## config.mk

```make
export PLATFORM = sky130hd
export DESIGN_NAME = lsb_stego_codec_unit
export DESIGN_NICKNAME = d
export VERILOG_FILES = /design/src/rtl/lsc_pkg.sv /design/src/rtl/lsc_core.sv /design/src/rtl/lsb_stego_codec_unit.sv
export SDC_FILE = /design/constraint.sdc
export NUM_CORES = 1
export LEC_CHECK = 0
export BUFFER_PORTS_ARGS = -buffer_cell sky130_fd_sc_hd__buf_2
export CORE_MARGIN = 2
export CORE_UTILIZATION = 50
export CTS_CLUSTER_SIZE = 25
export DETAILED_ROUTE_END_ITERATION = 10
export HOLD_SLACK_MARGIN = 0.1
export PLACE_DENSITY = 0.88
export SLEW_MARGIN = 20
export SYNTH_ARGS = -nofsm -noshare
export SYNTH_HDL_FRONTEND = slang
export SYNTH_SLANG_ARGS = --single-unit
```

## constraint.sdc

```tcl
create_clock -name clk -period 4 [get_ports clk]
set_input_delay 0.6 -clock clk [delete_from_list [all_inputs] [get_ports clk]]
set_output_delay 0.6 -clock clk [all_outputs]
set_load 0.01 [all_outputs]
```

## src/rtl/lsc_pkg.sv

```systemverilog
package lsc_pkg;

    // Register map
    localparam int unsigned APB_ADDR_W = 2;
    localparam int unsigned APB_DATA_W = 32;
    localparam logic [APB_ADDR_W-1:0] ADDR_MODE = 2'd0;

    // Field widths
    localparam int unsigned BYTE_W = 8;
    localparam int unsigned POS_W  = 3;

    // Low-bit masks
    localparam logic [BYTE_W-1:0] LOW_BIT_MASK = 8'h01;
    localparam logic [BYTE_W-1:0] KEEP_MASK    = 8'hFE;

    // Operating mode
    typedef enum logic
    {
        MODE_ENCODE = 1'b0,
        MODE_DECODE = 1'b1
    } mode_t;

    // Result of one step of the codec core
    typedef struct packed
    {
        logic [BYTE_W-1:0] out_byte;
        logic              char_step;
        logic              finished;
    } step_result_t;

endpackage

```

## src/rtl/lsc_core.sv

```systemverilog
module lsc_core
    import lsc_pkg::*;
(
    input  logic              clk,
    input  logic              rst_n,
    input  mode_t             mode,
    input  logic              advance,
    input  logic [BYTE_W-1:0] cover_byte,
    input  logic [BYTE_W-1:0] message_byte,
    output step_result_t      result
);

    logic [POS_W-1:0]  bit_position_reg;
    logic [POS_W-1:0]  bit_position_next;
    logic [BYTE_W-1:0] char_shift_reg;
    logic [BYTE_W-1:0] char_shift_next;
    logic              stopped_reg;
    logic              stopped_next;

    logic              last_bit;
    logic              msg_bit;
    logic [BYTE_W-1:0] gathered;

    assign last_bit = (bit_position_reg == {POS_W{1'b1}});
    assign msg_bit  = message_byte[bit_position_reg];

    always_comb
    begin
        gathered                   = char_shift_reg;
        gathered[bit_position_reg] = cover_byte[0];
    end

    always_comb
    begin
        bit_position_next = bit_position_reg;
        char_shift_next   = char_shift_reg;
        stopped_next      = stopped_reg;
        result.out_byte   = '0;
        result.char_step  = 1'b0;

        case (mode)
            MODE_ENCODE:
            begin
                if (stopped_reg)
                begin
                    result.out_byte = cover_byte;
                end
                else
                begin
                    result.out_byte   = (cover_byte & KEEP_MASK)
                                      | {{(BYTE_W-1){1'b0}}, msg_bit};
                    bit_position_next = bit_position_reg + 1'b1;
                    if (last_bit)
                    begin
                        result.char_step = 1'b1;
                        if (message_byte == '0)
                            stopped_next = 1'b1;
                    end
                end
            end
            MODE_DECODE:
            begin
                if (!stopped_reg)
                begin
                    bit_position_next = bit_position_reg + 1'b1;
                    if (last_bit)
                    begin
                        result.char_step = 1'b1;
                        result.out_byte  = gathered;
                        char_shift_next  = '0;
                        if (gathered == '0)
                            stopped_next = 1'b1;
                    end
                    else
                    begin
                        char_shift_next = gathered;
                    end
                end
            end
            default:
            begin
                result.out_byte = '0;
            end
        endcase

        result.finished = stopped_next;
    end

    // Commit the state only when the held beat moves to the result register
    always_ff @(posedge clk or negedge rst_n)
    begin
        if (!rst_n)
        begin
            bit_position_reg <= '0;
            char_shift_reg   <= '0;
            stopped_reg      <= 1'b0;
        end
        else if (advance)
        begin
            bit_position_reg <= bit_position_next;
            char_shift_reg   <= char_shift_next;
            stopped_reg      <= stopped_next;
        end
    end

    a_stop_sticky: assert property (@(posedge clk) disable iff (!rst_n)
        stopped_reg |=> stopped_reg)
        else $error("stop flag cleared without reset");

    a_pos_advance: assert property (@(posedge clk) disable iff (!rst_n)
        advance && !stopped_reg |=> bit_position_reg == $past(bit_position_reg) + 1'b1)
        else $error("bit position did not advance on a live beat");

    a_finished_tracks: assert property (@(posedge clk) disable iff (!rst_n)
        advance |=> stopped_reg == $past(result.finished))
        else $error("finished flag disagrees with stop state");

endmodule

```

## src/rtl/lsb_stego_codec_unit.sv

```systemverilog
// Channel     | Direction | tdata (low bit up)               | tuser (low bit up)
// s_axis      | in        | cover_byte[7:0], message_byte    | -
// m_axis      | out       | out_byte[7:0]                    | char_step, finished
// apb         | cfg       | reg 0 at 0x0: mode (bit 0)       | -
//
// One result beat for every input beat, one beat per cycle sustained while m_axis does not stall.
// The path runs through an input register, then the codec step into the
// result register; the bit update of the codec core sets the rate.
// rst_n clears mode, bit position, gathered character and the stop flag.
// A stall on m_axis holds the result register; the input register keeps
// taking a beat while it is empty or the result register is free or being emptied.
module lsb_stego_codec_unit
    import lsc_pkg::*;
(
    input  logic                    clk,
    input  logic                    rst_n,

    input  logic                    s_axis_tvalid,
    output logic                    s_axis_tready,
    input  logic [2*BYTE_W-1:0]     s_axis_tdata,   // cover_byte[7:0], message_byte[15:8]

    output logic                    m_axis_tvalid,
    input  logic                    m_axis_tready,
    output logic [BYTE_W-1:0]       m_axis_tdata,   // out_byte[7:0]
    output logic [1:0]              m_axis_tuser,   // char_step[0], finished[1]

    input  logic                    psel,
    input  logic                    penable,
    input  logic                    pwrite,
    input  logic [APB_ADDR_W-1:0]   paddr,
    input  logic [APB_DATA_W-1:0]   pwdata,
    output logic [APB_DATA_W-1:0]   prdata,
    output logic                    pready
);

    mode_t             mode_reg;

    logic              in_valid_reg;
    logic              in_valid_next;
    logic [BYTE_W-1:0] cover_reg;
    logic [BYTE_W-1:0] msg_reg;

    logic              out_valid_reg;
    logic              out_valid_next;
    step_result_t      out_reg;

    step_result_t      step_res;
    logic              out_free;
    logic              advance;
    logic              s_fire;
    logic              cfg_write;

    // ------------------------------------------------------------------
    // Configuration: a single mode bit, written on the APB access phase
    // ------------------------------------------------------------------
    assign pready    = 1'b1;
    assign cfg_write = psel && penable && pwrite && pready;

    always_comb
    begin
        prdata = '0;
        case (paddr)
            ADDR_MODE: prdata = {{(APB_DATA_W-1){1'b0}}, mode_reg};
            default:   prdata = '0;
        endcase
    end

    always_ff @(posedge clk or negedge rst_n)
    begin
        if (!rst_n)
            mode_reg <= MODE_ENCODE;
        else if (cfg_write && (paddr == ADDR_MODE))
            mode_reg <= mode_t'(pwdata[0]);
    end

    // ------------------------------------------------------------------
    // Handshake: advance the input beat whenever the result slot frees up
    // ------------------------------------------------------------------
    assign out_free      = !out_valid_reg || m_axis_tready;
    assign advance       = in_valid_reg && out_free;
    assign s_axis_tready = !in_valid_reg || out_free;
    assign s_fire        = s_axis_tvalid && s_axis_tready;

    assign in_valid_next  = s_fire || (in_valid_reg && !advance);
    assign out_valid_next = advance || (out_valid_reg && !m_axis_tready);

    always_ff @(posedge clk or negedge rst_n)
    begin
        if (!rst_n)
        begin
            in_valid_reg  <= 1'b0;
            out_valid_reg <= 1'b0;
        end
        else
        begin
            in_valid_reg  <= in_valid_next;
            out_valid_reg <= out_valid_next;
        end
    end

    // Payload registers: no reset needed
    always_ff @(posedge clk)
    begin
        if (s_fire)
        begin
            cover_reg <= s_axis_tdata[BYTE_W-1:0];
            msg_reg   <= s_axis_tdata[2*BYTE_W-1:BYTE_W];
        end
        if (advance)
            out_reg <= step_res;
    end

    // ------------------------------------------------------------------
    // Codec step: embed or extract one bit until stopped, update the shared bit state
    // ------------------------------------------------------------------
    lsc_core u_core
    (
        .clk          (clk),
        .rst_n        (rst_n),
        .mode         (mode_reg),
        .advance      (advance),
        .cover_byte   (cover_reg),
        .message_byte (msg_reg),
        .result       (step_res)
    );

    assign m_axis_tvalid = out_valid_reg;
    assign m_axis_tdata  = out_reg.out_byte;
    assign m_axis_tuser  = {out_reg.finished, out_reg.char_step};

    // ------------------------------------------------------------------
    // Checks
    // ------------------------------------------------------------------
    a_decode_quiet: assert property (@(posedge clk) disable iff (!rst_n)
        m_axis_tvalid && (mode_reg == MODE_DECODE) && !m_axis_tuser[0]
            |-> m_axis_tdata == '0)
        else $error("decode result carries data without a character");

    a_no_loss: assert property (@(posedge clk) disable iff (!rst_n)
        advance |=> out_valid_reg)
        else $error("advanced beat did not reach the result register");

    a_hold_input: assert property (@(posedge clk) disable iff (!rst_n)
        in_valid_reg && !advance |=> in_valid_reg && $stable(cover_reg) && $stable(msg_reg))
        else $error("held input beat was overwritten");

endmodule
```

==> results.json <==
{
  "fp.dieH_um": 70.9,
  "dp_slack_ps": 1730,
  "rows": 24,
  "cp_cell_sequence": "ha_1 -> ha_1 -> nor2b_1 -> nand2_1 -> o22ai_1",
  "viasPerCell": 5.37,
  "finalSetupViolations": 0,
  "holdBufCountCts": 0,
  "ys_types": 44,
  "register_area_sq_um": 1160,
  "area_growth_pct": 7.56,
  "antenna_left": 0,
  "drv_slew": 0,
  "cpMaxStageDelayCell": "dfrtp_1",
  "numPortBuffers": 38,
  "cts_tree": "done",
  "avgRoutedWirePerCell_um": 14.2,
  "finClkSkew_ps": 13.2,
  "cts.repair.resized": 0,
  "synth_area_leaders": "edfxtp_1 35%, dfrtp_1 17%, buf_4 11%",
  "drv_cap": 0,
  "nNetsFinal": 296,
  "netlist_area_sq_um": 2230,
  "yosysWarningCount": 0,
  "synth-main-ff-cell": "edfxtp_1",
  "clockBufferDepth": 2,
  "grtUsageTotal": 0.171,
  "grt_pass1_vias": 1415,
  "place.gp.congestion": 0.831,
  "status": "finished clean",
  "tns_ps": 0,
  "rrSetupSlack_ps": 1670,
  "grt_pass1_wl_mm": 6.61,
  "relSlewSlack": 0.494,
  "ios": 102,
  "multi_input_area_sq_um": 838,
  "yosys_register_bits": 41,
  "cts_made_buffers": 5,
  "initial_core_util": 0.517,
  "root_buffer": "clkbuf_8",
  "path_max_fanout": 22,
  "synth-async-reset-ratio": 0.366,
  "drt_wl_total_mm": 4.12,
  "hold_class": "in2async",
  "hpwl_mm": 2.87,
  "synth-seq-area-share": 0.517,
  "path_clk_slew_ps": 90,
  "finalPower_mw": 0.917,
  "synthCells": 204,
  "die_w_um": 70.9,
  "num_vias": 1558,
  "worstReg2RegEnd": "m_axis_tdata[7]$_DFFE_PP_",
  "drc": 0,
  "drive_above_1_share": 0.218,
  "postCtsSetupRepairBufs": 0,
  "crit_top_cell": "ha_1",
  "max_freq_ghz": 0.428,
  "nFillCells": 375,
  "power.density_nw_per_um2": 382,
  "core_sq_um": 4320,
  "hold_violations": 0,
  "crit_start": "u_core.bit_position_reg[0]$_DFFE_PN0P_",
  "start_kind": "register",
  "worst_pin_slew_ps": 759,
  "n_antenna_cell": 0,
  "rsz0062_at_grt": "no",
  "layout_setup_ws_ps": 1670,
  "critPathRequiredTime_ps": 4140,
  "final-instance-count-excl-fill": 290,
  "firstDrtPassIters": 4,
  "r2r_start": "u_core.bit_position_reg[0]$_DFFE_PN0P_",
  "finalCriticalPeriod_ps": 2330,
  "finalCritPeriodShare": 0.584,
  "critPathCapture": "m_axis_tdata[7]$_DFFE_PP_",
  "syn_avg_cell_area_sq_um": 11.0,
  "ff2ff_path_depth": 5,
  "crit_arrival_ps": 2480,
  "first_iter_violations": 103,
  "yosysTopAreaCellShare": 0.349,
  "antenna_found_initial": 0,
  "grt_max_degree": 23,
  "synth_area_leader_cell": "edfxtp_1",
  "grt-ovfl-total": 0,
  "p_leak_nw": 1.07,
  "dieArea_sq_um": 5020,
  "dpl.cell_count": 282,
  "cp-end-kind": "register",
  "htree_levels": 2,
  "ir_worst_vdd_mv": 0.205,
  "insertion_delay_ps": 310,
  "critPathKind": "reg2reg",
  "max_stage_delay_ps": 840,
  "clock_sinks": 41,
  "synth_enable_flop_cells": 26
}
[logic make-up after synthesis]
kind of cell | Yosys count | synth area share
simple gates | 57 | 0.142
buf+inv | 53 | 0.158
flops | 41 | 0.517
compound gates | 37 | 0.109
mux | 10 | 0.0515
fa+ha+maj | 2 | 0.0112
other cells | 2 | 0.00336
xor+xnor | 2 | 0.00784
[how the worst min path moves through the flow]
stage	from	to	cells after the start	slack [ps]
finish	rst_n	u_core.char_shift_reg[7]$_DFFE_PN0P_	1	190
global route	rst_n	u_core.char_shift_reg[5]$_DFFE_PN0P_	1	210
CTS	rst_n	u_core.char_shift_reg[6]$_DFFE_PN0P_	1	200
detailed placement	u_core.char_shift_reg[4]$_DFFE_PN0P_	u_core.char_shift_reg[4]$_DFFE_PN0P_	2	470
global placement	u_core.char_shift_reg[4]$_DFFE_PN0P_	u_core.char_shift_reg[4]$_DFFE_PN0P_	2	460
floorplan	rst_n	in_valid_reg$_DFF_PN0_	0	300
[layer usage]
| layer | track usage | vias up | wire length [um] |
|---|---|---|---|
| met5 | 0 | - | 0 |
| met4 | 0.0482 | 0 | 43 |
| met3 | 0.0442 | 5 | 280 |
| met2 | 0.304 | 74 | 2200 |
| met1 | 0.204 | 755 | 1600 |
| li1 | - | 724 | - |
[power breakdown]
part           internal (mW)  total, mW  switching (mW)
clock                  0.187      0.340           0.153
combinational         0.0284     0.0759          0.0475
sequential             0.482      0.502          0.0202
total                  0.697      0.917           0.220
[final cells by class]
cell class	instances	share of cell area
well taps	52	0.0271
flip-flops and latches	41	0.481
repair buffers	38	0.0791
multi-input cells	140	0.349
clock inverters	3	0.0182
clock buffers	5	0.0286
inverters	11	0.0172
[worst max-delay path: cells and delay by family, from the launching register on]
kind	cells	cell delay [ps]
flops	1	840
fa+ha+maj	2	660
simple gates	2	440
compound gates	1	240
[Yosys cell counts (2+ instances only)]
| cell | n |
|---|---|
| nand2_1 | 15 |
| buf_2 | 4 |
| dfrtp_1 | 15 |
| a21oi_1 | 2 |
| mux2i_1 | 7 |
| nand4_1 | 3 |
| nand3b_1 | 2 |
| ha_1 | 2 |
| nor4b_1 | 2 |
| mux2_2 | 2 |
| nor2b_1 | 3 |
| and2_1 | 3 |
| o21ai_0 | 9 |
| conb_1 | 2 |
| nand3_1 | 5 |
| nor3b_1 | 5 |
| clkbuf_1 | 2 |
| edfxtp_1 | 26 |
| o31ai_1 | 2 |
| nor2_1 | 11 |
| o22ai_1 | 7 |
| a21boi_0 | 2 |
| nand2b_1 | 3 |
| a211oi_1 | 2 |
| o211ai_1 | 2 |
| inv_1 | 11 |
| nor3_1 | 2 |
| buf_4 | 33 |
| a31oi_1 | 5 |
[placed cells by master, fill, tap and decap left out, types with 3 or more instances in the layout]
cell / Yosys / layout
nand2_1: 15 / 15
o21ai_0: 9 / 9
o22ai_1: 7 / 7
nand4_1: 3 / 3
clkbuf_8: 0 / 5
buf_2: 4 / 38
a31oi_1: 5 / 5
conb_1: 2 / 32
nor2b_1: 3 / 3
nand2b_1: 3 / 3
nor2_1: 11 / 11
dfrtp_1: 15 / 15
and2_1: 3 / 3
inv_1: 11 / 11
mux2i_1: 7 / 7
nor3b_1: 5 / 5
edfxtp_1: 26 / 26
nand3_1: 5 / 5
[per-stage QoR]
step	hold WS, ps	instance area (sq um)	util
2_1_floorplan	304	2350	-
3_3_place_gp	460	2290	0.530
3_5_place_dp	474	2290	0.530
4_1_cts	200	2400	0.556
5_1_grt	215	2400	0.556
6_report	188	2400	0.556
No activity file was read; power rests on OpenSTA's default activity.
